`src/sv/triangle_sweep_joint_commander_assert.svh`:
```
// assertion macros for the triangle sweep joint commander
`ifndef TRIANGLE_SWEEP_JOINT_COMMANDER_ASSERT_SVH
`define TRIANGLE_SWEEP_JOINT_COMMANDER_ASSERT_SVH

// same-cycle implication
`define TSJC_ASSERT_NOW(label, ante, cons) \
  label: assert property (@(posedge clk_i) disable iff (!rst_ni) (ante) |-> (cons)) \
    else $error("tsjc assertion failed");

// next-cycle implication
`define TSJC_ASSERT_NEXT(label, ante, cons) \
  label: assert property (@(posedge clk_i) disable iff (!rst_ni) (ante) |=> (cons)) \
    else $error("tsjc assertion failed");

`endif

```
`src/sv/tsjc_pkg.sv`:
```
// types and constants shared by the triangle sweep joint commander
package tsjc_pkg;

  localparam int unsigned MaxMotors = 16;
  localparam int unsigned MotorW    = 4;
  localparam int unsigned CountW    = 5;
  localparam int unsigned PosW      = 32;
  localparam int unsigned CfgIdxW   = 3;
  localparam int unsigned CfgDataW  = 32;

  localparam logic signed [PosW-1:0] FloorLimit = -32'sd58982400;

  localparam logic              RstCaptureCenter = 1'b1;
  localparam logic [29:0]       RstAmplitude     = 30'd65536;
  localparam logic signed [31:0] RstFixedLower   = -32'sd65536;
  localparam logic signed [31:0] RstFixedUpper   = 32'sd65536;
  localparam logic signed [31:0] RstHoldValue    = 32'sd0;
  localparam logic [31:0]       RstPhaseStep     = 32'd21474836;
  localparam logic [4:0]        RstMotorTotal    = 5'd1;
  localparam logic [3:0]        RstTargetMotor   = 4'd0;

  typedef enum logic [CfgIdxW-1:0] {
    CFG_CAPTURE_CENTER = 3'd0,
    CFG_AMPLITUDE      = 3'd1,
    CFG_FIXED_LOWER    = 3'd2,
    CFG_FIXED_UPPER    = 3'd3,
    CFG_HOLD_VALUE     = 3'd4,
    CFG_PHASE_STEP     = 3'd5,
    CFG_MOTOR_TOTAL    = 3'd6,
    CFG_TARGET_MOTOR   = 3'd7
  } cfg_idx_e;

  typedef enum logic [1:0] {
    ST_IDLE  = 2'd0,
    ST_SWEEP = 2'd1,
    ST_EMIT  = 2'd2
  } state_e;

  typedef enum logic {
    KIND_FEEDBACK = 1'b0,
    KIND_TICK     = 1'b1
  } kind_e;

  typedef struct packed {
    logic                   kind;
    logic [MotorW-1:0]      motor;
    logic signed [PosW-1:0] position;
    logic                   finite;
    logic                   end_of_message;
  } in_item_t;

  typedef struct packed {
    logic [MotorW-1:0]      motor_id;
    logic signed [PosW-1:0] command_position;
    logic                   last;
  } out_item_t;

  typedef struct packed {
    logic                   start;
    logic signed [PosW-1:0] bound_a;
    logic signed [PosW-1:0] bound_b;
    logic [31:0]            phase;
  } tri_req_t;

  typedef struct packed {
    logic                   done;
    logic signed [PosW-1:0] sweep;
  } tri_rsp_t;

endpackage

```
`src/sv/tsjc_ram.sv`:
```
// generic single-write, single-read ram with registered read data
module tsjc_ram #(
  parameter int unsigned Width = 32,
  parameter int unsigned Depth = 16
) (
  input  logic                     clk_i,
  input  logic                     we_i,
  input  logic [$clog2(Depth)-1:0] waddr_i,
  input  logic [Width-1:0]         wdata_i,
  input  logic                     re_i,
  input  logic [$clog2(Depth)-1:0] raddr_i,
  output logic [Width-1:0]         rdata_o
);

  logic [Width-1:0] mem_q [Depth];
  logic [Width-1:0] rdata_q;

  always_ff @(posedge clk_i) begin
    if (we_i) begin
      mem_q[waddr_i] <= wdata_i;
    end
    if (re_i) begin
      rdata_q <= mem_q[raddr_i];
    end
  end

  assign rdata_o = rdata_q;

endmodule

```
`src/sv/tsjc_tri.sv`:
```
// three-stage triangle wave unit: bound ordering, span multiply, final offset
module tsjc_tri (
  input  logic               clk_i,
  input  logic               rst_ni,
  input  tsjc_pkg::tri_req_t req_i,
  output tsjc_pkg::tri_rsp_t rsp_o
);

  logic        v1_q, v2_q, v3_q;
  logic signed [31:0] lo_q, hi_q, lo2_q, hi2_q, sweep_q;
  logic [31:0] span_q;
  logic [30:0] ph_q;
  logic        half_q, half2_q;
  logic [62:0] prod_q;

  logic signed [31:0] lo_d, hi_d;
  logic [32:0]        span_w;
  logic [31:0]        off_w;

  always_comb begin
    if (req_i.bound_b < req_i.bound_a) begin
      lo_d = req_i.bound_b;
      hi_d = req_i.bound_a;
    end else begin
      lo_d = req_i.bound_a;
      hi_d = req_i.bound_b;
    end
    span_w = {hi_d[31], hi_d} - {lo_d[31], lo_d};
    off_w  = prod_q[62:31];
  end

  always_ff @(posedge clk_i or negedge rst_ni) begin
    if (!rst_ni) begin
      v1_q <= 1'b0;
      v2_q <= 1'b0;
      v3_q <= 1'b0;
    end else begin
      v1_q <= req_i.start;
      v2_q <= v1_q;
      v3_q <= v2_q;
    end
  end

  always_ff @(posedge clk_i) begin
    lo_q    <= lo_d;
    hi_q    <= hi_d;
    span_q  <= span_w[31:0];
    ph_q    <= req_i.phase[30:0];
    half_q  <= req_i.phase[31];
    prod_q  <= 63'(span_q) * 63'(ph_q);
    lo2_q   <= lo_q;
    hi2_q   <= hi_q;
    half2_q <= half_q;
    sweep_q <= half2_q ? (hi2_q - $signed(off_w)) : (lo2_q + $signed(off_w));
  end

  assign rsp_o.done  = v3_q;
  assign rsp_o.sweep = sweep_q;

endmodule

```
`src/sv/triangle_sweep_joint_commander.sv`:
```
// top level of the triangle sweep joint commander
//
//  channel  dir  handshake               payload
//  in       in   in_valid_i / in_stall_o  in_data_i  (tsjc_pkg::in_item_t)
//  out      out  out_valid_o / out_stall_i out_data_o (tsjc_pkg::out_item_t)
//  cfg      in   cfg_we_i                cfg_idx_i, cfg_data_i
//
// a feedback transaction is one ram write plus valid and capture update
// a tick runs the triangle unit, then count commands, one per cycle while the output
// is not stalled, from the position ram read port, where count is motor_total held
// to 1..16; each command passes the pending stage and the output register, and the
// next input is accepted once the last command has left the pending stage
// an output stall holds the read pipeline; input stays stalled until the tick ends
// reset clears control state and valid bits and loads config defaults; the position ram needs no clearing
module triangle_sweep_joint_commander (
  input  logic                            clk_i,
  input  logic                            rst_ni,
  input  logic                            in_valid_i,
  output logic                            in_stall_o,
  input  tsjc_pkg::in_item_t              in_data_i,
  output logic                            out_valid_o,
  input  logic                            out_stall_i,
  output tsjc_pkg::out_item_t             out_data_o,
  input  logic                            cfg_we_i,
  input  logic [tsjc_pkg::CfgIdxW-1:0]    cfg_idx_i,
  input  logic [tsjc_pkg::CfgDataW-1:0]   cfg_data_i
);

  logic               capture_center_q;
  logic [29:0]        amplitude_q;
  logic signed [31:0] fixed_lower_q, fixed_upper_q, hold_value_q;
  logic [31:0]        phase_step_q;
  logic [4:0]         motor_total_q;
  logic [3:0]         target_motor_q;

  tsjc_pkg::state_e state_q, state_d;
  logic               captured_q;
  logic [31:0]        phase_q;
  logic signed [31:0] active_lower_q, active_upper_q;
  logic [tsjc_pkg::MaxMotors-1:0] entry_valid_q;
  logic               tri_start_q;

  logic [tsjc_pkg::CountW-1:0] issue_cnt_q;
  logic               pend_q, pend_ok_q, pend_last_q;
  logic [tsjc_pkg::MotorW-1:0] pend_idx_q;
  logic               out_valid_q;
  tsjc_pkg::out_item_t out_data_q;

  logic               accept, fb_accept, tick_accept, tick_run, do_capture;
  logic               out_free, move, issue, emit_done;
  logic [tsjc_pkg::CountW-1:0] count_w;
  logic signed [32:0] cap_lo_w, cap_hi_w;
  logic signed [31:0] rdata_s, cmd_w;
  logic [31:0]        rdata;

  tsjc_pkg::tri_req_t tri_req;
  tsjc_pkg::tri_rsp_t tri_rsp;

  function automatic logic signed [31:0] sat33(input logic signed [32:0] v);
    if (v[32] != v[31]) begin
      sat33 = v[32] ? 32'sh8000_0000 : 32'sh7FFF_FFFF;
    end else begin
      sat33 = v[31:0];
    end
  endfunction

  // configuration
  always_ff @(posedge clk_i or negedge rst_ni) begin
    if (!rst_ni) begin
      capture_center_q <= tsjc_pkg::RstCaptureCenter;
      amplitude_q      <= tsjc_pkg::RstAmplitude;
      fixed_lower_q    <= tsjc_pkg::RstFixedLower;
      fixed_upper_q    <= tsjc_pkg::RstFixedUpper;
      hold_value_q     <= tsjc_pkg::RstHoldValue;
      phase_step_q     <= tsjc_pkg::RstPhaseStep;
      motor_total_q    <= tsjc_pkg::RstMotorTotal;
      target_motor_q   <= tsjc_pkg::RstTargetMotor;
    end else if (cfg_we_i) begin
      case (tsjc_pkg::cfg_idx_e'(cfg_idx_i))
        tsjc_pkg::CFG_CAPTURE_CENTER: capture_center_q <= cfg_data_i[0];
        tsjc_pkg::CFG_AMPLITUDE:      amplitude_q      <= cfg_data_i[29:0];
        tsjc_pkg::CFG_FIXED_LOWER:    fixed_lower_q    <= cfg_data_i;
        tsjc_pkg::CFG_FIXED_UPPER:    fixed_upper_q    <= cfg_data_i;
        tsjc_pkg::CFG_HOLD_VALUE:     hold_value_q     <= cfg_data_i;
        tsjc_pkg::CFG_PHASE_STEP:     phase_step_q     <= cfg_data_i;
        tsjc_pkg::CFG_MOTOR_TOTAL:    motor_total_q    <= cfg_data_i[4:0];
        tsjc_pkg::CFG_TARGET_MOTOR:   target_motor_q   <= cfg_data_i[3:0];
        default: ;
      endcase
    end
  end

  always_comb begin
    if (motor_total_q == 5'd0) begin
      count_w = 5'd1;
    end else if (motor_total_q > 5'(tsjc_pkg::MaxMotors)) begin
      count_w = 5'(tsjc_pkg::MaxMotors);
    end else begin
      count_w = motor_total_q;
    end
  end

  always_comb begin
    cap_lo_w = {in_data_i.position[31], in_data_i.position} - $signed({3'b000, amplitude_q});
    cap_hi_w = {in_data_i.position[31], in_data_i.position} + $signed({3'b000, amplitude_q});
  end

  assign rdata_s  = $signed(rdata);
  assign out_free = !out_valid_q || !out_stall_i;
  assign move     = pend_q && out_free;
  assign issue    = (state_q == tsjc_pkg::ST_EMIT) && (issue_cnt_q < count_w)
                    && (!pend_q || move);
  assign emit_done = (issue_cnt_q == count_w) && !pend_q;

  always_comb begin
    state_d     = state_q;
    in_stall_o  = (state_q != tsjc_pkg::ST_IDLE);
    accept      = in_valid_i && !in_stall_o;
    fb_accept   = accept && (in_data_i.kind == tsjc_pkg::KIND_FEEDBACK);
    tick_accept = accept && (in_data_i.kind == tsjc_pkg::KIND_TICK);
    tick_run    = tick_accept && !(capture_center_q && !captured_q);
    do_capture  = fb_accept && capture_center_q && !captured_q
                  && (in_data_i.motor == target_motor_q) && in_data_i.finite;
    case (state_q)
      tsjc_pkg::ST_IDLE: begin
        if (tick_run) begin
          state_d = tsjc_pkg::ST_SWEEP;
        end
      end
      tsjc_pkg::ST_SWEEP: begin
        if (tri_rsp.done) begin
          state_d = tsjc_pkg::ST_EMIT;
        end
      end
      tsjc_pkg::ST_EMIT: begin
        if (emit_done) begin
          state_d = tsjc_pkg::ST_IDLE;
        end
      end
      default: state_d = tsjc_pkg::ST_IDLE;
    endcase
  end

  always_ff @(posedge clk_i or negedge rst_ni) begin
    if (!rst_ni) begin
      state_q        <= tsjc_pkg::ST_IDLE;
      captured_q     <= 1'b0;
      phase_q        <= '0;
      active_lower_q <= '0;
      active_upper_q <= '0;
      entry_valid_q  <= '0;
      tri_start_q    <= 1'b0;
      issue_cnt_q    <= '0;
      pend_q         <= 1'b0;
      out_valid_q    <= 1'b0;
    end else begin
      state_q     <= state_d;
      tri_start_q <= tick_run;
      if (fb_accept) begin
        for (int i = 0; i < tsjc_pkg::MaxMotors; i++) begin
          if (4'(i) == in_data_i.motor) begin
            entry_valid_q[i] <= in_data_i.finite;
          end else if (in_data_i.end_of_message && (4'(i) > in_data_i.motor)) begin
            entry_valid_q[i] <= 1'b0;
          end
        end
      end
      if (do_capture) begin
        active_lower_q <= sat33(cap_lo_w);
        active_upper_q <= sat33(cap_hi_w);
        phase_q        <= '0;
        captured_q     <= 1'b1;
      end else if (tick_run) begin
        phase_q <= phase_q + phase_step_q;
      end
      if (tick_run) begin
        issue_cnt_q <= '0;
      end else if (issue) begin
        issue_cnt_q <= issue_cnt_q + 5'd1;
      end
      if (issue) begin
        pend_q <= 1'b1;
      end else if (move) begin
        pend_q <= 1'b0;
      end
      if (move) begin
        out_valid_q <= 1'b1;
      end else if (!out_stall_i) begin
        out_valid_q <= 1'b0;
      end
    end
  end

  always_comb begin
    if (pend_idx_q == target_motor_q) begin
      cmd_w = tri_rsp.sweep;
    end else if (pend_ok_q && (rdata_s > tsjc_pkg::FloorLimit)) begin
      cmd_w = rdata_s;
    end else begin
      cmd_w = hold_value_q;
    end
  end

  always_ff @(posedge clk_i) begin
    if (issue) begin
      pend_idx_q  <= issue_cnt_q[tsjc_pkg::MotorW-1:0];
      pend_ok_q   <= entry_valid_q[issue_cnt_q[tsjc_pkg::MotorW-1:0]];
      pend_last_q <= ((issue_cnt_q + 5'd1) == count_w);
    end
    if (move) begin
      out_data_q.motor_id         <= pend_idx_q;
      out_data_q.command_position <= cmd_w;
      out_data_q.last             <= pend_last_q;
    end
  end

  assign tri_req.start   = tri_start_q;
  assign tri_req.bound_a = capture_center_q ? active_lower_q : fixed_lower_q;
  assign tri_req.bound_b = capture_center_q ? active_upper_q : fixed_upper_q;
  assign tri_req.phase   = phase_q;

  tsjc_tri u_tri (
    .clk_i  (clk_i),
    .rst_ni (rst_ni),
    .req_i  (tri_req),
    .rsp_o  (tri_rsp)
  );

  tsjc_ram #(
    .Width (tsjc_pkg::PosW),
    .Depth (tsjc_pkg::MaxMotors)
  ) u_pos_ram (
    .clk_i   (clk_i),
    .we_i    (fb_accept),
    .waddr_i (in_data_i.motor),
    .wdata_i (in_data_i.position),
    .re_i    (issue),
    .raddr_i (issue_cnt_q[tsjc_pkg::MotorW-1:0]),
    .rdata_o (rdata)
  );

  assign out_valid_o = out_valid_q;
  assign out_data_o  = out_data_q;

`include "triangle_sweep_joint_commander_assert.svh"

  `TSJC_ASSERT_NOW(a_tri_done_in_sweep, tri_rsp.done, state_q == tsjc_pkg::ST_SWEEP)
  `TSJC_ASSERT_NOW(a_issue_in_range, issue, (issue_cnt_q < count_w) && in_stall_o)
  `TSJC_ASSERT_NEXT(a_emit_ends, (state_q == tsjc_pkg::ST_EMIT) && emit_done, state_q == tsjc_pkg::ST_IDLE)

endmodule

```
`config.mk`:
```
export PLATFORM = sky130hd
export DESIGN_NAME = triangle_sweep_joint_commander
export DESIGN_NICKNAME = d
export VERILOG_FILES = /design/src/sv/tsjc_pkg.sv /design/src/sv/tsjc_ram.sv /design/src/sv/tsjc_tri.sv /design/src/sv/triangle_sweep_joint_commander.sv
export VERILOG_INCLUDE_DIRS = /design/src /design/src/sv
export SDC_FILE = /design/constraint.sdc
export NUM_CORES = 2
export LEC_CHECK = 0
export ABC_CLOCK_PERIOD_IN_PS = 17200
export BUFFER_PORTS_ARGS = -buffer_cell sky130_fd_sc_hd__buf_2
export CAP_MARGIN = 20
export CELL_PAD_IN_SITES_DETAIL_PLACEMENT = 0
export CELL_PAD_IN_SITES_GLOBAL_PLACEMENT = 1
export CORE_MARGIN = 4
export CORE_UTILIZATION = 45
export DETAILED_ROUTE_END_ITERATION = 8
export PLACE_DENSITY_LB_ADDON = 0.1
export SLEW_MARGIN = 20
export SYNTH_ARGS = -nofsm -noshare
export SYNTH_HDL_FRONTEND = slang
export SYNTH_SLANG_ARGS = --single-unit
```
`constraint.sdc`:
```
create_clock -name clk_i -period 17.2 [get_ports clk_i]
set_input_delay 0.86 -clock clk_i [delete_from_list [all_inputs] [get_ports clk_i]]
set_output_delay 0.86 -clock clk_i [all_outputs]
set_load 0.1 [all_outputs]
```
* Word level (Yosys, flattened, before mapping)
Memories as Yosys holds them, arrays and structs flattened. A register that Yosys moved wholly into a read port is not among the register bits.
Index checks and enable logic that the tools add are counted.
** Cells by class
- Add/subtract/negate cells :: 7
- Multipliers :: 1
- $lt $le $gt $ge :: 21
- Equal/unequal tests :: 34
- Mux-type cells :: 61
- Bitwise operators :: 1
- Reductions and logical operators :: 87
** Operators by type and width (count)
- 2-to-1 mux 32 bit :: 13
- adder 32 bit :: 2
- subtractor 32 bit :: 2
- multiplier 32 x 31 -> 63 bit :: 1
- AND reduction 2 bit :: 24
- nonzero test 2 bit :: 20
- 2-to-1 mux 1 bit :: 39
- adder 32 x 31 -> 33 bit :: 1
- subtractor 32 x 31 -> 33 bit :: 1
- == test 4 bit (first input constant) :: 8
- > comparator 32 x 27 -> 1 bit (second input constant) :: 1
- > comparator 4 bit (first input constant) :: 8
- < comparator 32 bit :: 1
- logical AND 1 bit :: 30
- 2-to-1 mux 5 bit :: 4
- == test 3 x 4 -> 1 bit (first input constant) :: 4
- > comparator 3 x 4 -> 1 bit (first input constant) :: 4
- == test 3 bit (second input constant) :: 4
- == test 5 bit :: 2
- == test 2 x 4 -> 1 bit (first input constant) :: 2
- == test 4 bit :: 2
- > comparator 1 x 4 -> 1 bit (first input constant) :: 2
- > comparator 2 x 4 -> 1 bit (first input constant) :: 2
- == test 3 x 2 -> 1 bit (second input constant) :: 2
- 22 further kinds :: 33
** Storage, ports and cells
- Flip-flop bits (word level) :: 625
- Bits in writable memories :: 512
- Logic and storage cells :: 265
- Memories :: 1
** Memory list
- u_pos_ram.mem_q :: words 16, width 32, read ports 1, clocked after Yosys merged registers in 1, write ports 1, line tsjc_ram.sv:15 : logic [Width-1:0] mem_q [Depth];

* Longest topological paths before layout
- Depth in word-level cells :: 9
- Mapped depth :: 32

* Hierarchy
From an unflattened synthesis, not the netlist that was laid out.
** Unflattened totals
- Cell total of the unflattened synthesis :: 7358
- Area, all modules :: 82267.7 um^2
** Modules (own cells, without submodules)
- tsjc_tri :: instances 1, cells each 4586, area an instance 42448.2 um^2, seq. area each 5220.0 um^2
- tsjc_ram :: instances 1, cells each 838, area an instance 20156.8 um^2, seq. area each 16335.7 um^2
- triangle_sweep_joint_commander :: instances 1, cells each 1934, area an instance 19662.6 um^2, seq. area each 8613.3 um^2

* Worst setup path before layout
Ideal clock, no wire load.
- Path kind :: register -> register
- Start :: register u_tri.span_q[30]
- End :: register u_tri.prod_q[62]
- Setup time :: 0.072 ns
- Arrival time :: 7.502 ns
- Required time :: 17.128 ns
- Slack :: 9.625 ns
- Cell stages (with the launch flop) :: 30
- Path buffers :: 1
- Period minus slack after synthesis :: 7.575 ns
- Cells stage by stage :: dfxtp_1 clkbuf_1 nand2_1 fa_1 inv_1 fa_1 fa_1 inv_1 fa_1 inv_1 fa_1 fa_1 fa_1 inv_1 fa_1 inv_1 ha_1 a21o_1 a21o_1 a21oi_1 o21ai_0 a21oi_1 a2111oi_0 o211ai_1 a21oi_1 o41ai_1 o21ai_0 a31o_2 a21oi_1 xnor2_1
** On the way
- Longest elaborated chain between the ends :: 1
** RTL lines
- start: declaration :: line tsjc_tri.sv:11 : logic [31:0] span_q;
- start signal: assignment :: line tsjc_tri.sv:47 : span_q <= span_w[31:0];
- multiplier 32 x 31 -> 63 bit :: line tsjc_tri.sv:50 : prod_q <= 63'(span_q) * 63'(ph_q);
- end signal: assignment :: line tsjc_tri.sv:50
- end: declaration :: line tsjc_tri.sv:14 : logic [62:0] prod_q;
Every way passes these cells.
A chain may end at the register's enable or synchronous reset.

* Worst setup path in the final report
- Start :: register u_tri.ph_q[7]
- End :: register u_tri.prod_q[62]
** On the way
- Longest elaborated chain between the ends :: 1
** RTL lines
- start: declaration :: line tsjc_tri.sv:12 : logic [30:0] ph_q;
- start signal: assignment :: line tsjc_tri.sv:48 : ph_q <= req_i.phase[30:0];
- multiplier 32 x 31 -> 63 bit :: line tsjc_tri.sv:50
Every way passes these cells.

==> run metrics <==
Worst setup SP type=flip-flop; outcome=finished, final reports clean; Synth Area in XOR/XNOR=2.16%; WP data arrival=10.23 ns; TNS Setup=0 ns; reg2reg end=u_tri.prod_q[62]$_DFF_P_; largest net degree at the start of global routing=117; CTS Hold Buffers Added=0; power consumption=8690 uW; CP dominant cell by count=fa_1; Top FF cell, synth=edfxtp_1; Worst path top cell family by delay=adder cells; Lkg Pwr=0.0384 uW; Synth Warn #=0; ANT nets after route=0; clock-pin slew on the worst setup and hold paths=0.06 ns; final WL=230 mm; Worst-Margin Slew=1.06 ns; total number of vias=52,200; commonest cells after routing, fill and taps aside=inv_1, fa_1, nand2_1; root cell of the clock tree=clkbuf_16; setup violators final=0; Compound-Gate Fraction of Synth Area=6.63%; post-synthesis average cell area=11.3 sq um; Pre-Repair DR Iteration Count=6; largest family of logic cells by synthesized area=adder cells; Worst EP required=17.82 ns; fin crit period=9.61 ns; buffers and inverters on the worst path=3; utilization after layout=49.4%; Storage cell area=30,200 sq um; Port-buffer cells=117; CTS max path bufs=3; first-pass GRT wire length=351 mm; Setup CP Type=flip-flop to flip-flop; antenna violations before repair=23; worst hold path class=input port to async pin; Crit-path slowest cell=dfxtp_1; Slowest Stage Delay on Critical Path=0.82 ns; die height=433 microns; Synth Area in Simple Gates=11.5%; FILL cells=16,200; FF-to-FF path depth=26; Synth cell types=90; worst hold margin=0.183 ns; Max Fclk=104 MHz; Slew headroom=28.4%; crit path max fanout=17; H-tree depth=3; gr ovfl total=0; DR iter-0 viols=3,450; Core ar.=179,000 sq um; commonest non-fill, non-tap cell in the layout=inv_1; maximum VDD drop=113 uV; post-synthesis register bit count=1,138; Synth area leader=edfxtp_1; Clock Skew=0.0389 ns; area of the multi-input gates=46,200 sq um; cell area power density=98.2 nW/um^2; vias per inst=5.41; vias in the first global route=55,300; Place WS=7.57 ns; die area=187,000 sq um; GRT Overall Usage=25.0%; Synth top area share=21.7%; Clock Latency Late Sink=0.73 ns; I/O pins=118; DRC=0; EDFF count, synth=587; Final WS setup=7.59 ns; Initial Util=45.4%; CP Capture Type=flip-flop; post-CTS sizing=0; area added between synthesis and finish=8.95%; fin nets=8,572; WL per Instance=23.8 microns; multiplexer share of the synthesized area=8.07%; Cells after Synth=7,193; fin crit share=55.9%; Synth async-reset ratio=25.8%; CTS Sinks=1,138; Synth area leaders=edfxtp_1, fa_1, dfrtp_1; Cell Rows=155; Synth Area in Adders=28.3%; register-to-register path setup slack=7.59 ns; Net Count, Synth=8,587; max-cap check violation count=0; final hold vios=0; Worst R2R Start=u_tri.ph_q[7]$_DFF_P_; Die X=433 microns; TritonCTS clock tree=done; Post-CTS Setup Bufs=0; Post-DP HPWL=163 mm; Final Max Tran Viols=0; GPL Wtd Cong=0.840; TritonCTS buffer count=116; unrepaired setup endpoints after global routing=no; synthesized cell area=81,200 sq um; post-synthesis sequential area ratio=37.2%; layout cells sized above 1=12.0%
synth_stat cells (230+ instances only):
master    number
nand2_1      693
o21ai_0      230
dfrtp_1      262
a21oi_1      331
clkbuf_1     304
edfxtp_1     587
dfxtp_1      257
inv_1        970
nor2_1       318
ha_1         445
fa_1         870
and2_1       556
kinds of logic (layout without fill, tap and decap cells):
family | after synthesis | after routing
buf+inv | 1322 | 1408
flops | 1138 | 1138
other cells | 0 | 7
mux | 427 | 427
xor+xnor | 200 | 200
simple gates | 1911 | 1911
fa+ha+maj | 1315 | 1315
compound gates | 880 | 880
worst max-delay path by stage:
stage	from	end	slack, ns	depth (start not counted)
after global routing	u_tri.ph_q[7]$_DFF_P_	u_tri.prod_q[62]$_DFF_P_	7.28	26
after detailed placement	u_tri.ph_q[7]$_DFF_P_	u_tri.prod_q[62]$_DFF_P_	7.57	26
after global placement	u_tri.ph_q[7]$_DFF_P_	u_tri.prod_q[62]$_DFF_P_	7.68	26
after CTS	u_tri.ph_q[7]$_DFF_P_	u_tri.prod_q[57]$_DFF_P_	7.57	26
after floorplan	u_tri.span_q[30]$_DFF_P_	u_tri.prod_q[62]$_DFF_P_	9.63	29
final	u_tri.ph_q[7]$_DFF_P_	u_tri.prod_q[62]$_DFF_P_	7.59	26
flip-flops by register name, summed over array words and instances (netlist names), 5 cells and up:
register           flops
active_lower_q        32
active_upper_q        32
amplitude_q           30
entry_valid_q         16
fixed_lower_q         32
fixed_upper_q         32
hold_value_q          32
issue_cnt_q            5
motor_total_q          5
out_data_o            37
phase_q               32
phase_step_q          32
u_pos_ram.mem_q      512
u_pos_ram.rdata_o     32
u_tri.hi2_q           32
u_tri.hi_q            32
u_tri.lo2_q           32
u_tri.lo_q            32
u_tri.ph_q            31
u_tri.prod_q          32
u_tri.span_q          32
u_tri.sweep_q         32
metal layers:
metal  vias up  GRT usage (%)  part of all wire (%)
li1      23700              -                     -
met1     27100           33.8                    43
met2      1123           43.6                    50
met3       261           2.24                   4.0
met4         2           6.23                   2.4
met5         -              0                0.0035
area by class of cell:
type                       count  area share, %
sequential                  1138           34.1
antenna                        7         0.0198
tap                         2355           3.33
multi-input combinational   4733           52.2
clock inverter                81           1.13
timing repair buffer         218           1.54
inverter                     971           4.12
clock buffer                 138           3.53
per-stage QoR:
stage | std cells | instance area, sq um
after detailed placement | 9415 | 84300
after floorplan | 7193 | 81200
final | 9641 | 88500
after global placement | 9415 | 84300
after CTS | 9634 | 88500
after global routing | 9634 | 88500
power breakdown:
| part | switching (uW) | total, uW | internal [uW] |
|---|---|---|---|
| clock network | 1110 | 2700 | 1590 |
| logic | 1750 | 2570 | 817 |
| registers | 208 | 3410 | 3200 |
(Power assumes the default switching activity.)
